<file path="src/design/sed_pkg.sv">
// Shared types, character codes and helper functions for the string escape decoder.
`default_nettype none

package sed_pkg;

  // Decoder mode, one-hot
  typedef enum logic [6:0] {
    MODE_PLAIN  = 7'b0000001,
    MODE_ESC    = 7'b0000010,
    MODE_OCT    = 7'b0000100,
    MODE_HEX0   = 7'b0001000,
    MODE_HEX1   = 7'b0010000,
    MODE_HEX2A  = 7'b0100000,
    MODE_HEX2B  = 7'b1000000
  } mode_t;

  // Most results one request can produce
  localparam int unsigned MaxRes = 3;
  localparam int unsigned CntW   = $clog2(MaxRes + 1);

  // Character codes
  localparam logic [7:0] CH_BSL = 8'h5C;  // backslash
  localparam logic [7:0] CH_X   = 8'h78;  // 'x'
  localparam logic [7:0] CH_A   = 8'h61;
  localparam logic [7:0] CH_B   = 8'h62;
  localparam logic [7:0] CH_F   = 8'h66;
  localparam logic [7:0] CH_N   = 8'h6E;
  localparam logic [7:0] CH_R   = 8'h72;
  localparam logic [7:0] CH_T   = 8'h74;
  localparam logic [7:0] CH_V   = 8'h76;
  localparam logic [7:0] CH_0   = 8'h30;
  localparam logic [7:0] CH_LA  = 8'h61;
  localparam logic [7:0] CH_UA  = 8'h41;

  // Control codes the letter escapes map to
  localparam logic [7:0] CC_BEL = 8'd7;
  localparam logic [7:0] CC_BS  = 8'd8;
  localparam logic [7:0] CC_FF  = 8'd12;
  localparam logic [7:0] CC_LF  = 8'd10;
  localparam logic [7:0] CC_CR  = 8'd13;
  localparam logic [7:0] CC_HT  = 8'd9;
  localparam logic [7:0] CC_VT  = 8'd11;

  // Up to three result bytes gathered for one request
  typedef struct packed {
    logic [MaxRes-1:0][7:0] bytes;
    logic [CntW-1:0]        cnt;
  } res_list_t;

  localparam res_list_t RES_EMPTY = '0;

  function automatic logic is_oct(input logic [7:0] c);
    return (c inside {[8'h30:8'h37]});
  endfunction

  function automatic logic is_hex(input logic [7:0] c);
    return (c inside {[8'h30:8'h39], [8'h61:8'h66], [8'h41:8'h46]});
  endfunction

  function automatic logic [3:0] hex_val(input logic [7:0] c);
    logic [7:0] d;
    d = 8'h00;
    if (c inside {[8'h30:8'h39]}) begin
      d = c - CH_0;
    end else if (c inside {[8'h61:8'h66]}) begin
      d = c - CH_LA + 8'd10;
    end else if (c inside {[8'h41:8'h46]}) begin
      d = c - CH_UA + 8'd10;
    end
    return d[3:0];
  endfunction

  // Append one byte; anything beyond the last slot is dropped
  function automatic res_list_t push(input res_list_t l, input logic [7:0] b);
    res_list_t r;
    r = l;
    if (l.cnt < CntW'(MaxRes)) begin
      r.bytes[l.cnt[1:0]] = b;
      r.cnt = l.cnt + 1'b1;
    end
    return r;
  endfunction

  // Octal value: above 255 gives (v>>4) first, then the low byte
  function automatic res_list_t push_octal(input res_list_t l, input logic [8:0] v);
    res_list_t r;
    r = l;
    if (v[8]) begin
      r = push(r, {3'b000, v[8:4]});
    end
    r = push(r, v[7:0]);
    return r;
  endfunction

endpackage

`default_nettype wire

</file>
<file path="src/design/string_escape_decoder_core.sv">
// String literal body escape decoder: decode logic and result buffer.
//
//  channel | signals                                   | role
//  --------+-------------------------------------------+-------------------------
//  in      | in_valid, in_ready, in_byte, end_of_string | raw literal bytes
//  out     | out_valid, out_ready, out_byte, last_of_string | decoded bytes
//
// A request is decoded in the cycle it is taken; its 0 to 3 result bytes land
// in a three-entry result buffer, which drains one byte per cycle.
// One-byte requests flow at one per cycle while out is ready; one giving
// more holds in_ready low until the buffer is down to its last entry.
// Reset (rst, synchronous) empties the buffer and returns to plain mode.
// A stall on out holds the buffer and, once it has any entry, in.
`default_nettype none

module string_escape_decoder_core (
  input  wire logic       clk,
  input  wire logic       rst,
  input  wire logic       in_valid,
  output logic            in_ready,
  input  wire logic [7:0] in_byte,
  input  wire logic       end_of_string,
  output logic            out_valid,
  input  wire logic       out_ready,
  output logic [7:0]      out_byte,
  output logic            last_of_string
);
  import sed_pkg::*;

  // Decoder state
  mode_t       mode;
  mode_t       mode_next;
  logic [8:0]  octal_value;
  logic [8:0]  octal_value_next;
  logic [1:0]  octal_digits_seen;
  logic [1:0]  octal_digits_seen_next;
  logic [7:0]  held_hex_char;
  logic [7:0]  held_hex_char_next;

  // Result buffer, entry 0 at the head
  logic [MaxRes-1:0][7:0] q_byte;
  logic [MaxRes-1:0]      q_last;
  logic [CntW-1:0]        q_cnt;

  res_list_t         res;
  logic [MaxRes-1:0] res_last;
  logic              accept;
  logic              pop;

  // Decode one byte
  always_comb begin
    logic [7:0] c;
    logic       do_plain;
    logic [8:0] ov;
    logic [1:0] od;
    c                      = in_byte;
    do_plain               = 1'b0;
    ov                     = {octal_value[5:0], c[2:0]};
    od                     = octal_digits_seen + 2'd1;
    res                    = RES_EMPTY;
    mode_next              = mode;
    octal_value_next       = octal_value;
    octal_digits_seen_next = octal_digits_seen;
    held_hex_char_next     = held_hex_char;

    case (mode)
      MODE_ESC: begin
        mode_next = MODE_PLAIN;
        if (is_oct(c)) begin
          octal_value_next       = {6'b0, c[2:0]};
          octal_digits_seen_next = 2'd1;
          mode_next              = MODE_OCT;
        end else begin
          case (c)
            CH_A:    res = push(res, CC_BEL);
            CH_B:    res = push(res, CC_BS);
            CH_F:    res = push(res, CC_FF);
            CH_N:    res = push(res, CC_LF);
            CH_R:    res = push(res, CC_CR);
            CH_T:    res = push(res, CC_HT);
            CH_V:    res = push(res, CC_VT);
            CH_X:    mode_next = MODE_HEX0;
            default: res = push(res, c);
          endcase
        end
      end
      MODE_OCT: begin
        if (is_oct(c) && octal_digits_seen != 2'd3) begin
          octal_value_next = ov;
          if (od == 2'd3) begin
            res                    = push_octal(res, ov);
            mode_next              = MODE_PLAIN;
            octal_digits_seen_next = 2'd0;
          end else begin
            octal_digits_seen_next = od;
          end
        end else begin
          res                    = push_octal(res, octal_value);
          octal_digits_seen_next = 2'd0;
          do_plain               = 1'b1;
        end
      end
      MODE_HEX0: begin
        if (is_hex(c)) begin
          held_hex_char_next = c;
          mode_next          = MODE_HEX1;
        end else begin
          res      = push(res, CH_X);
          do_plain = 1'b1;
        end
      end
      MODE_HEX1: begin
        if (is_hex(c)) begin
          res       = push(res, {hex_val(held_hex_char), hex_val(c)});
          mode_next = MODE_HEX2A;
        end else begin
          res      = push(res, CH_X);
          res      = push(res, held_hex_char);
          do_plain = 1'b1;
        end
      end
      MODE_HEX2A: begin
        if (is_hex(c)) begin
          held_hex_char_next = c;
          mode_next          = MODE_HEX2B;
        end else begin
          do_plain = 1'b1;
        end
      end
      MODE_HEX2B: begin
        if (is_hex(c)) begin
          res       = push(res, {hex_val(held_hex_char), hex_val(c)});
          mode_next = MODE_PLAIN;
        end else begin
          res      = push(res, held_hex_char);
          do_plain = 1'b1;
        end
      end
      default: do_plain = 1'b1;
    endcase

    // Byte taken as plain text
    if (do_plain) begin
      if (c == CH_BSL) begin
        mode_next = MODE_ESC;
      end else begin
        mode_next = MODE_PLAIN;
        res       = push(res, c);
      end
    end

    // End of string: flush whatever is still open
    if (end_of_string) begin
      case (mode_next)
        MODE_ESC:   res = push(res, CH_BSL);
        MODE_OCT:   res = push_octal(res, octal_value_next);
        MODE_HEX0:  res = push(res, CH_X);
        MODE_HEX1: begin
          res = push(res, CH_X);
          res = push(res, held_hex_char_next);
        end
        MODE_HEX2B: res = push(res, held_hex_char_next);
        default:    ;
      endcase
      mode_next              = MODE_PLAIN;
      octal_digits_seen_next = 2'd0;
    end

    // Mark the final byte of the string
    res_last = '0;
    if (end_of_string && res.cnt != '0) begin
      res_last[2'(res.cnt - 1'b1)] = 1'b1;
    end
  end

  // Handshakes
  assign out_valid      = (q_cnt != '0);
  assign pop            = out_valid && out_ready;
  assign in_ready       = (q_cnt == '0) || (q_cnt == CntW'(1) && out_ready);
  assign accept         = in_valid && in_ready;
  assign out_byte       = q_byte[0];
  assign last_of_string = q_last[0];

  // Decoder state registers
  always_ff @(posedge clk) begin
    if (rst) begin
      mode              <= MODE_PLAIN;
      octal_value       <= '0;
      octal_digits_seen <= '0;
      held_hex_char     <= '0;
    end else if (accept) begin
      mode              <= mode_next;
      octal_value       <= octal_value_next;
      octal_digits_seen <= octal_digits_seen_next;
      held_hex_char     <= held_hex_char_next;
    end
  end

  // Result buffer count
  always_ff @(posedge clk) begin
    if (rst) begin
      q_cnt <= '0;
    end else if (accept) begin
      q_cnt <= res.cnt;
    end else if (pop) begin
      q_cnt <= q_cnt - 1'b1;
    end
  end

  // Result buffer payload: load on a request, shift on a take
  always_ff @(posedge clk) begin
    if (accept) begin
      q_byte <= res.bytes;
      q_last <= res_last;
    end else if (pop) begin
      q_byte <= {8'h00, q_byte[MaxRes-1:1]};
      q_last <= {1'b0, q_last[MaxRes-1:1]};
    end
  end

  // End of string always leaves the decoder in plain mode
  a_eos_plain: assert property (@(posedge clk) disable iff (rst)
    accept && end_of_string |=> mode == MODE_PLAIN)
    else $error("decoder not in plain mode after end of string");

  // The final byte of a string is always the last one buffered
  a_last_tail: assert property (@(posedge clk) disable iff (rst)
    out_valid && last_of_string |-> q_cnt == CntW'(1))
    else $error("last byte of string not at buffer tail");

  // A request fills the buffer with exactly its results
  a_load_cnt: assert property (@(posedge clk) disable iff (rst)
    accept |=> q_cnt == $past(res.cnt))
    else $error("buffer count mismatch after request");

  // A take without a request removes exactly one entry
  a_pop_cnt: assert property (@(posedge clk) disable iff (rst)
    pop && !accept |=> q_cnt == $past(q_cnt) - 1'b1)
    else $error("buffer count mismatch after take");

endmodule

`default_nettype wire

</file>
<file path="config.mk">
export PLATFORM = sky130hd
export DESIGN_NAME = string_escape_decoder_core
export DESIGN_NICKNAME = d
export VERILOG_FILES = /design/src/design/sed_pkg.sv /design/src/design/string_escape_decoder_core.sv
export SDC_FILE = /design/constraint.sdc
export NUM_CORES = 1
export LEC_CHECK = 0
export CAP_MARGIN = 20
export CORE_ASPECT_RATIO = 1.1
export CORE_UTILIZATION = 60
export CTS_CLUSTER_DIAMETER = 80
export DETAILED_ROUTE_END_ITERATION = 8
export DONT_BUFFER_PORTS = 1
export PLACE_DENSITY = 0.84
export SLEW_MARGIN = 20
export SYNTH_ARGS = -nofsm -noshare
export SYNTH_HDL_FRONTEND = slang
export SYNTH_SLANG_ARGS = --single-unit
export TNS_END_PERCENT = 20
</file>
<file path="constraint.sdc">
create_clock -name clk -period 9.5 [get_ports clk]
set_input_delay 1.9 -clock clk [delete_from_list [all_inputs] [get_ports clk]]
set_output_delay 1.9 -clock clk [all_outputs]
set_load 0.05 [all_outputs]
</file>
==> out/summary.txt, run 1 <==
Post-synthesis area per instance: 8.032 µm²
Vias/cell: 7.401
Clock Pin Slew Worst Setup and Hold Paths: 0.10 ns
Dominant synthesized flop cell: dfxtp_1
Setup slack after layout: 3.811 ns
Die height: 97.01 µm
Reg2reg path depth: 10
Startpoint Class: primary input
Ys Warns: 0
H-tree Lvls: 2
Sequential area share after synthesis: 27.85%
CTS tree: done
Largest net degree at the start of global routing: 46
Vias in the first global route: 4825
Nets: 595
Final count of negative-setup-slack endpoints: 0
Setup crit start: in_byte[0]
Post-synth top area share: 16.47%
Crit path capture: out_byte[6]
Register bit total from synthesis: 55
Buffers on Ports: 0
Slew Limit Fails: 0
Clk Latency, worst-skew pair: 0.32 ns
Layout fillers: 749
CORE AREA: 7913 µm²
Most frequent cells in the layout: 72 x nor2_1, 57 x nand2_1, 53 x a21oi_1
Die Wd: 88.37 µm
Hold crit path type: flip-flop to flip-flop
CTS root buf: clkbuf_8
Gr ovfl total: 0
Final setup TNS: 0 ns
Placer Congestion: 1.050
Layout cell share with drive strength beyond 1: 9.599%
Drt pass-1 iters: 5
First-pass GRT wire length: 26.63 mm
Setup Fix Bufs, Post-CTS: 0
Worst Path Required: 9.56 ns
Global-route usage over all layers: 41.62%
DRT iter0 DRCs: 664
Post-synthesis cell type count: 91
Synth Cell Area: 4923 µm²
Via count: 5040
Internal reg-to-reg setup slack: 5.61 ns
Post-CTS Hold Fix Bufs: 0
Syn-to-layout area delta: -0.5336%
Post-synth EDFFs: 27
DR WL/cell: 25.09 µm
Critical R2R Launch: mode[4]
Asr flop ratio synth: 0%
Power Dens Cells: 140.1 nW/µm²
Initial antenna violation count: 0
MaxCap Viol Count: 0
Final worst-path cycle share: 59.89%
RSZ-0062 raised after global routing: false
Yosys top cell by area: edfxtp_1
Min cycle time layout: 5.689 ns
DRC violation count after routing: 0
CTS resizes: 0
Synth Instances: 613
Layout Skew: 0.01398 ns
WS Path Type: primary input to flip-flop
Hold Vio Cnt, Final: 0
Place WS: 3.662 ns
Total Routed Length: 17.09 mm
Total chip power: 0.6860 mW
CTS sink cnt: 55
ANT cells: 0
Commonest non-fill, non-tap cell in the layout: nor2_1
LEAKAGE: 1.682 nW
FF-to-FF End: out_byte[6]
Max Freq: 0.1758 GHz
Worst slew pin tran: 1.145 ns
Worst setup EP type: flip-flop
Num CTS Buffers: 5
CP max FO: 21
Die area: 8572 µm²
CP arrival: 5.75 ns
Final HPWL DP: 12.40 mm
# IOs: 24
DRT antenna net count: 0
CTS Buffer Depth: 2
Initial Util: 62.22%
Max-slew headroom: 23.41%
Site Rows: 34
Status: complete, no violations
Worst ir drop on vdd: 0.08280 mV
Mapped Nets: 636
Top post-synthesis cells by area: edfxtp_1 16%, dfxtp_1 11%, nor2_1 5.5%
[state kept, by name (all words and copies together), names as in the netlist]
signal and flops:
held_hex_char 8, mode 7, octal_digits_seen 2, octal_value 9, out_byte 8, q_byte 16, q_cnt 2, q_last 3
[power breakdown]
group	total [mW]	internal [mW]	switching, mW
clock network	0.136	0.0517	0.0839
logic	0.189	0.0628	0.126
registers	0.362	0.296	0.0654
[synth_stat cells (4+ instances only)]
cell / number
a211oi_1: 13
o221ai_1: 4
buf_4: 9
buf_6: 7
mux2i_1: 15
a31oi_1: 6
a21o_1: 6
a22oi_1: 14
o21ai_0: 30
dfxtp_1: 28
o21ai_1: 7
o211ai_1: 12
edfxtp_1: 27
nor2_1: 72
a21oi_1: 53
ha_1: 10
nand3_1: 19
clkbuf_1: 22
or3_1: 4
nor3_1: 19
nand2b_1: 9
nor2b_1: 4
a32oi_1: 4
nand2_1: 57
o22ai_1: 7
or2_2: 4
buf_2: 12
o21a_1: 7
inv_1: 20
a22o_1: 5
a2111oi_0: 5
o31ai_1: 5
and3_1: 8
[routing by layer]
layer	track usage [%]	up-vias	share of wire, %
met5	0	-	0
met4	24.81	0	7.1
met3	9.898	95	11
met2	59.59	378	42
met1	55.98	2360	40
li1	-	2207	-
[metrics by stage]
step,utilization (%),instance area [µm²],std cells,hold WS [ns]
2_1_floorplan,-,4923,613,0.4638
3_3_place_gp,60.42,4781,672,0.4789
3_5_place_dp,60.42,4781,672,0.4896
4_1_cts,61.54,4870,680,0.5136
5_1_grt,61.89,4897,681,0.5341
6_report,61.89,4897,681,0.5114
[logic make-up after synthesis]
kind of cell               synth area share [%]
DFF                                       27.85
and+or+nand+nor                           26.10
xor gates and xnor gates                 0.3558
buffers and inverters                     7.471
AOI/OAI and AO/OA                         32.20
adders and majority gates                 2.745
muxes                                     3.278
[layout make-up]
cell class,count,area [µm²],share of cell area [%]
Tap cell,108,135.1,2.759
Sequential cell,55,1371,28.00
Clock inverter,3,20.02,0.4088
Multi-Input combinational cell,487,3184,65.02
Clock buffer,5,68.82,1.405
Timing Repair Buffer,3,42.54,0.8687
Inverter,20,75.07,1.533
[worst max-delay path, stage by stage]
cell and delay [ns]:
inv_1 0.16, ha_1 0.25, nor4b_4 0.27, nand2b_2 0.20, o21bai_4 0.10, nor2_2 0.75
a21oi_4 0.16, o41ai_4 1.07, o21ai_1 0.21, nand2b_1 0.24, a211oi_1 0.30, nor3_1 0.12
[worst min-delay path by stage]
stage / from / to / slack [ns] / cells past startpoint
floorplan: held_hex_char[6] / held_hex_char[6] / 0.46 / 2
global placement: q_cnt[1] / q_cnt[1] / 0.48 / 1
detailed placement: q_cnt[1] / q_cnt[1] / 0.49 / 1
CTS: q_cnt[1] / q_cnt[1] / 0.51 / 1
global route: q_cnt[1] / q_cnt[1] / 0.53 / 1
finish: q_cnt[1] / q_cnt[1] / 0.51 / 1
(Power assumes the default switching activity.)
==> run 2, diff against run 1 <==
--- a/config.mk
+++ b/config.mk
@@ -5,13 +5,14 @@
 export SDC_FILE = /design/constraint.sdc
 export NUM_CORES = 1
 export LEC_CHECK = 0
+export ABC_AREA = 1
 export CAP_MARGIN = 20
 export CORE_ASPECT_RATIO = 1.1
-export CORE_UTILIZATION = 60
+export CORE_UTILIZATION = 59
 export CTS_CLUSTER_DIAMETER = 80
 export DETAILED_ROUTE_END_ITERATION = 8
 export DONT_BUFFER_PORTS = 1
-export PLACE_DENSITY = 0.84
+export PLACE_DENSITY = 0.86
 export SLEW_MARGIN = 20
 export SYNTH_ARGS = -nofsm -noshare
 export SYNTH_HDL_FRONTEND = slang
==> constraint.sdc (replaced) <==
create_clock -name clk -period 5.05 [get_ports clk]
set_input_delay 1.01 -clock clk [delete_from_list [all_inputs] [get_ports clk]]
set_output_delay 1.01 -clock clk [all_outputs]
set_load 0.05 [all_outputs]
==> run 2 against run 1 <==
  * Clock power increased by 140%
  * Register-to-register slack got worse by 4.0 ns
  * Non-clock buffer count increased by 1
  * Highest routed layer unchanged
==> out/summary.txt, run 2 <==
Status: complete, no violations
Global-route usage over all layers: 41.75% (+0.12 points)
Final setup TNS: 0 ns (unchanged)
Syn-to-layout area delta: 1.908%
Clock Pin Slew Worst Setup and Hold Paths: 0.12 ns (+0.02 ns)
Post-synthesis cell type count: 52 (-43%)
Initial Util: 61.77% (-0.46 points)
Post-CTS Hold Fix Bufs: 0 (unchanged)
Hold Vio Cnt, Final: 0 (unchanged)
ANT cells: 0 (unchanged)
CTS tree: done
Total chip power: 2.019 mW (+190%)
Vias/cell: 6.501 (-12%)
DR WL/cell: 20.74 µm (-17%)
CP arrival: 3.96 ns (-1.79 ns)
RSZ-0062 raised after global routing: false
Synth Instances: 824 (+34%)
Startpoint Class: primary input
H-tree Lvls: 2 (unchanged)
CTS sink cnt: 55 (unchanged)
Post-synth top area share: 15.45% (-1.0 points)
Asr flop ratio synth: 0% (unchanged)
Largest family of logic cells by synthesized area: simple AND/OR/NAND/NOR gates
Most frequent cells in the layout: 213 x nand2_1, 91 x inv_1, 79 x o21ai_0
Max incr delay on CP: 0.35 ns (-0.72 ns)
Layout Skew: 0.01369 ns (-0.0002895 ns)
Max-slew headroom: 31.75% (+8.3 points)
CTS root buf: clkbuf_8
DRT antenna net count: 0 (unchanged)
Nets: 824 (+38%)
Power Dens Cells: 377.5 nW/µm² (+170%)
Reg2reg path depth: 17 (+7)
Complex-gate fraction of the synthesized area: 23.51% (-8.7 points)
Gr ovfl total: 0 (unchanged)
Placer Congestion: 1.078 (+2.6%)
First-pass GRT wire length: 29.68 mm (+11%)
Die height: 100.9 µm (+4.0%)
Placed Area: 5233 µm² (+9.4%)
Most common cell on crit path: nand2_1
CTS Buffer Depth: 2 (unchanged)
Top Registers: q_byte: 16 flops, octal_value: 9 flops
Die area: 9276 µm² (+8.2%)
Ys Warns: 0 (unchanged)
Dominant synthesized flop cell: dfxtp_1
CORE AREA: 8496 µm² (+7.4%)
Final count of negative-setup-slack endpoints: 0 (unchanged)
Post-synthesis area per instance: 6.368 µm² (-21%)
Post-Synth Adder-Cell Area: 2.384% (-0.36 points)
Initial antenna violation count: 0 (unchanged)
Worst setup EP type: flip-flop
Crit-path slowest cell: nand3_2
Worst-path cell chain: inv_1, nand4_1, buf_4, inv_1, nand2_1, nand4_1, nand2_2, inv_2, nand3_2, nand2_2, nand3_2, o21ai_1, o21ai_1, nand2_1, nand2_1
Xor and xnor area share after synthesis: 0.1669% (-0.19 points)
DRC violation count after routing: 0 (unchanged)
Hold crit path type: flip-flop to flip-flop
Register bit total from synthesis: 55 (unchanged)
Flip-flop count of the largest register after layout: 16 (unchanged)
Synth Cell Area: 5248 µm² (+6.6%)
Final Core Density: 62.95% (+1.1 points)
Site Rows: 35 (+2.9%)
LEAKAGE: 2.396 nW (+42%)
Max Freq: 0.2591 GHz
DRT iter0 DRCs: 856 (+29%)
Clk Latency, worst-skew pair: 0.33 ns (about the same)
Largest Register: q_byte
Most numerous cell in the Yosys netlist: nand2_1
Simple-gate share of the synthesized area: 36.12% (+10 points)
Worst ir drop on vdd: 0.2070 mV (+150%)
Worst slew pin tran: 1.013 ns (-0.1318 ns)
Post-synthesis mux area share: 0% (-3.3 points)
CP max FO: 14 (-33%)
Layout cell share with drive strength beyond 1: 11.10% (+1.5 points)
Min cycle time layout: 3.860 ns
Mapped Nets: 847 (+33%)
Slew Limit Fails: 0 (unchanged)
Total Routed Length: 18.94 mm (+11%)
Hold Crit Depth: 2 (+1)
Synth top cells by count: 214 x nand2_1, 91 x inv_1, 79 x o21ai_0, 71 x nor2_1, 58 x a21oi_1
Die Wd: 91.92 µm (+4.0%)
Post-synth EDFFs: 27 (unchanged)
Setup Fix Bufs, Post-CTS: 0 (unchanged)
Yosys top cell by area: edfxtp_1
Commonest non-fill, non-tap cell in the layout: nand2_1
Final worst-path cycle share: 76.43%
Num CTS Buffers: 5 (unchanged)
Drt pass-1 iters: 8 (+3)
Layout fillers: 824 (+10%)
Buffers on Ports: 0 (unchanged)
Largest net degree at the start of global routing: 43 (-6.5%)
Sequential area share after synthesis: 26.13% (-1.7 points)
Worst Path Required: 5.15 ns (-4.41 ns)
Fin area: 5348 µm² (+9.2%)
Final HPWL DP: 14.46 mm (+17%)
CTS resizes: 0 (unchanged)
Top post-synthesis cells by area: edfxtp_1 15%, nand2_1 15%, dfxtp_1 11%
Vias in the first global route: 5538 (+15%)
WS Path Type: primary input to flip-flop
MaxCap Viol Count: 0 (unchanged)
# IOs: 24 (unchanged)
Via count: 5935 (+18%)
==> run 2: layer usage <==
layer / up-vias / GRT usage (%) / share of wire [%]
li1: 2725 / - / -
met3: 98 / 7.768 / 12
met5: - / 0 / 0
met1: 2648 / 53.18 / 37
met4: 0 / 26.08 / 6.9
met2: 464 / 65.27 / 44
==> run 2: worst paths after layout <==
path | from | endpoint | slack [ns]
hold reg to reg | octal_digits_seen[1] | octal_digits_seen[1] | 0.51
setup reg to reg | mode[4] | q_byte[10] | 1.64
setup / recovery | in_byte[3] | q_byte[10] | 1.19
hold / removal | octal_digits_seen[1] | octal_digits_seen[1] | 0.51
==> run 2: through the flow <==
stage,hold WS [ns],cells,setup WS [ns]
floorplan,0.4545,824,1.814
global placement,0.4692,905,1.022
detailed placement,0.4847,905,0.9405
CTS,0.4998,913,1.278
global route,0.5276,913,0.9119
finish,0.5083,913,1.190
==> run 2: logic make-up after synthesis <==
logic type                 after synthesis
adders and majority gates               10
xor gates and xnor gates                 1
and+or+nand+nor                        403
buffers and inverters                  144
DFF                                     55
AOI/OAI and AO/OA                      211
==> run 2: layout make-up <==
| cell class | instances | area, µm² | area share [%] |
|---|---|---|---|
| sequential | 55 | 1371 | 25.64 |
| clock inverter | 3 | 46.29 | 0.8657 |
| inverter | 110 | 426.7 | 7.978 |
| clock buffer | 5 | 68.82 | 1.287 |
| tap | 111 | 138.9 | 2.597 |
| multi-input combinational | 625 | 3266 | 61.07 |
| timing repair buffer | 4 | 30.03 | 0.5615 |
==> run 2: report_power, final <==
part | internal [mW] | total, mW | switching (mW)
sequential | 0.672 | 0.894 | 0.223
combinational | 0.202 | 0.799 | 0.597
clock | 0.150 | 0.325 | 0.175
total | 1.02 | 2.02 | 0.995
==> run 2: worst max-delay path: cells and delay by family <==
kind	cells	cell delay (ns)
compound gates	2	0.33
simple gates	9	1.66
buf+inv	4	0.95
==> run 3, diff against run 2 <==
--- a/config.mk
+++ b/config.mk
@@ -5,14 +5,14 @@
 export SDC_FILE = /design/constraint.sdc
 export NUM_CORES = 1
 export LEC_CHECK = 0
-export ABC_AREA = 1
+export ABC_AREA = 0
 export CAP_MARGIN = 20
 export CORE_ASPECT_RATIO = 1.1
-export CORE_UTILIZATION = 59
+export CORE_UTILIZATION = 60
 export CTS_CLUSTER_DIAMETER = 80
 export DETAILED_ROUTE_END_ITERATION = 8
 export DONT_BUFFER_PORTS = 1
-export PLACE_DENSITY = 0.86
+export PLACE_DENSITY = 0.84
 export SLEW_MARGIN = 20
 export SYNTH_ARGS = -nofsm -noshare
 export SYNTH_HDL_FRONTEND = slang
==> constraint.sdc (replaced) <==
create_clock -name clk -period 3.75 [get_ports clk]
set_input_delay 0.75 -clock clk [delete_from_list [all_inputs] [get_ports clk]]
set_output_delay 0.75 -clock clk [all_outputs]
set_load 0.05 [all_outputs]
==> run 3 against run 2 <==
  * Critical path depth decreased by 3
  * Sequential share of layout area increased by 1.0 points
  * Final area decreased by 3.9%
  * Highest routed layer unchanged
  * Non-clock buffer count increased by 34
  * Via count decreased by 13%
  * Combinational power decreased by 34%
  * Setup slack got worse by 0.97 ns
  * Flip-flop and latch count unchanged
  * Die area decreased by 7.6%
  * Worst hold slack got worse by 0.028 ns
  * Global-route usage increased by 0.74 points
  * Sequential power increased by 1%
==> out/summary.txt, run 3 (synthesis gave the netlist of run 1 again) <==
Status: complete, no violations
Power Dens Cells: 347.2 nW/µm² (-8.0%)
DRT iter0 DRCs: 701 (-18%)
Hold crit path type: primary input to flip-flop
Worst slew pin tran: 1.018 ns (+0.004876 ns)
Most frequent cells in the layout: 72 x nor2_1, 57 x nand2_1, 53 x a21oi_1
Final HPWL DP: 13.24 mm (-8.4%)
Highest metal used: met4
Worst setup EP type: flip-flop
Max Freq: 0.2837 GHz
Final worst-path cycle share: 94.00%
CTS resizes: 0 (unchanged)
Syn-to-layout area delta: 4.396%
CORE AREA: 7913 µm² (-6.9%)
WS Path Type: primary input to flip-flop
MaxCap Viol Count: 0 (unchanged)
Largest Register: q_byte
CP arrival: 3.58 ns (-0.38 ns)
Global-route usage over all layers: 42.49% (+0.74 points)
DR WL/cell: 24.63 µm (+19%)
Top Registers: q_byte: 16 flops, octal_value: 9 flops
ANT cells: 0 (unchanged)
H-tree Lvls: 2 (unchanged)
Min cycle time layout: 3.525 ns
Clk Latency, worst-skew pair: 0.32 ns (about the same)
Nets: 630 (-24%)
LEAKAGE: 1.839 nW (-23%)
Startpoint Class: primary input
Vias/cell: 7.184 (+11%)
Largest net degree at the start of global routing: 28 (-35%)
Hold Vio Cnt, Final: 0 (unchanged)
CTS tree: done
Setup Fix Bufs, Post-CTS: 0 (unchanged)
First-pass GRT wire length: 27.26 mm (-8.2%)
Commonest non-fill, non-tap cell in the layout: nor2_1
Worst Path Required: 3.81 ns (-1.34 ns)
Total Routed Length: 17.64 mm (-6.9%)
Register Area: 1371 µm² (unchanged)
Final count of negative-setup-slack endpoints: 0 (unchanged)
CTS root buf: clkbuf_8
Drt pass-1 iters: 6 (-2)
Initial antenna violation count: 0 (unchanged)
DRT antenna net count: 0 (unchanged)
Final setup TNS: 0 ns (unchanged)
Site Rows: 34 (-2.9%)
Layout Skew: 0.01711 ns (+0.003418 ns)
Multi-input gate area: 3184 µm² (-2.5%)
Met3 WL: 2.168 mm (-0.91%)
Via count: 5144 (-13%)
Final Core Density: 64.96% (+2.0 points)
Num CTS Buffers: 5 (unchanged)
RSZ-0062 raised after global routing: false
Slew Limit Fails: 0 (unchanged)
Clock Pin Slew Worst Setup and Hold Paths: 0.12 ns (about the same)
DRC violation count after routing: 0 (unchanged)
Die Wd: 88.37 µm (-3.9%)
Vias in the first global route: 4782 (-14%)
Buffers on Ports: 0 (unchanged)
# IOs: 24 (unchanged)
Initial Util: 62.22% (+0.46 points)
CTS sink cnt: 55 (unchanged)
Placer Congestion: 1.045 (-3.0%)
Layout fillers: 707 (-14%)
Worst ir drop on vdd: 0.1585 mV (-23%)
CTS Buffer Depth: 2 (unchanged)
Post-CTS Hold Fix Bufs: 0 (unchanged)
Layout cell share with drive strength beyond 1: 14.97% (+3.9 points)
Met1 WL: 6.407 mm (-9.5%)
Die height: 97.01 µm (-3.9%)
Die area: 8572 µm² (-7.6%)
Flip-flop count of the largest register after layout: 16 (unchanged)
CP max FO: 12 (-2)
Gr ovfl total: 0 (unchanged)
Met2 routed WL: 7.778 mm (-6.9%)
Max-slew headroom: 32.06% (+0.31 points)
run 3: critical path: stages:
cell and delay (ns):
inv_1 0.05, ha_1 0.23, nor4b_4 0.16, nor4_4 0.43, nor2_2 0.12, buf_4 0.20, a211oi_4 0.37, nand4_2 0.31
o21ai_1 0.22, a21oi_1 0.09, a2111oi_0 0.51, nor2_1 0.13
run 3: final timing paths:
path	from	to	slack, ns	cells past startpoint
worst min register to register	q_cnt[1]	q_cnt[1]	0.54	1
worst max register to register	mode[4]	out_byte[3]	0.35	10
worst min-delay path	rst	octal_value[0]	0.48	1
worst max-delay path	in_byte[1]	out_byte[3]	0.22	12
run 3: area by class of cell:
| type | count | area share [%] |
|---|---|---|
| Multi-Input combinational cell | 487 | 61.95 |
| Sequential cell | 55 | 26.68 |
| Timing Repair Buffer | 38 | 5.550 |
| Tap cell | 108 | 2.629 |
| Inverter | 20 | 1.461 |
| Clock buffer | 5 | 1.339 |
| Clock inverter | 3 | 0.3895 |
run 3: power breakdown:
part	internal [mW]	switching, mW
logic	0.176	0.351
registers	0.753	0.154
clock network	0.131	0.220
run 3: metal layers:
| metal | track usage [%] | vias to the layer above |
|---|---|---|
| li1 | - | 2279 |
| met1 | 54.69 | 2362 |
| met2 | 65.38 | 412 |
| met3 | 9.471 | 91 |
| met4 | 22.21 | 0 |
| met5 | 0 | - |
run 3: stage by stage:
stage | setup slack (ns) | power (mW) | instances | cell area [µm²] | hold WS [ns]
5_1_grt | 0.1029 | 1.848 | 716 | 5140 | 0.4885
3_3_place_gp | 0.1261 | 1.412 | 708 | 5051 | 0.4796
6_report | 0.2248 | 1.785 | 716 | 5140 | 0.4800
2_1_floorplan | 0.1679 | 1.305 | 613 | 4923 | 0.4638
3_5_place_dp | 0.004575 | 1.425 | 708 | 5051 | 0.5136
4_1_cts | 0.3122 | 1.759 | 716 | 5140 | 0.4845
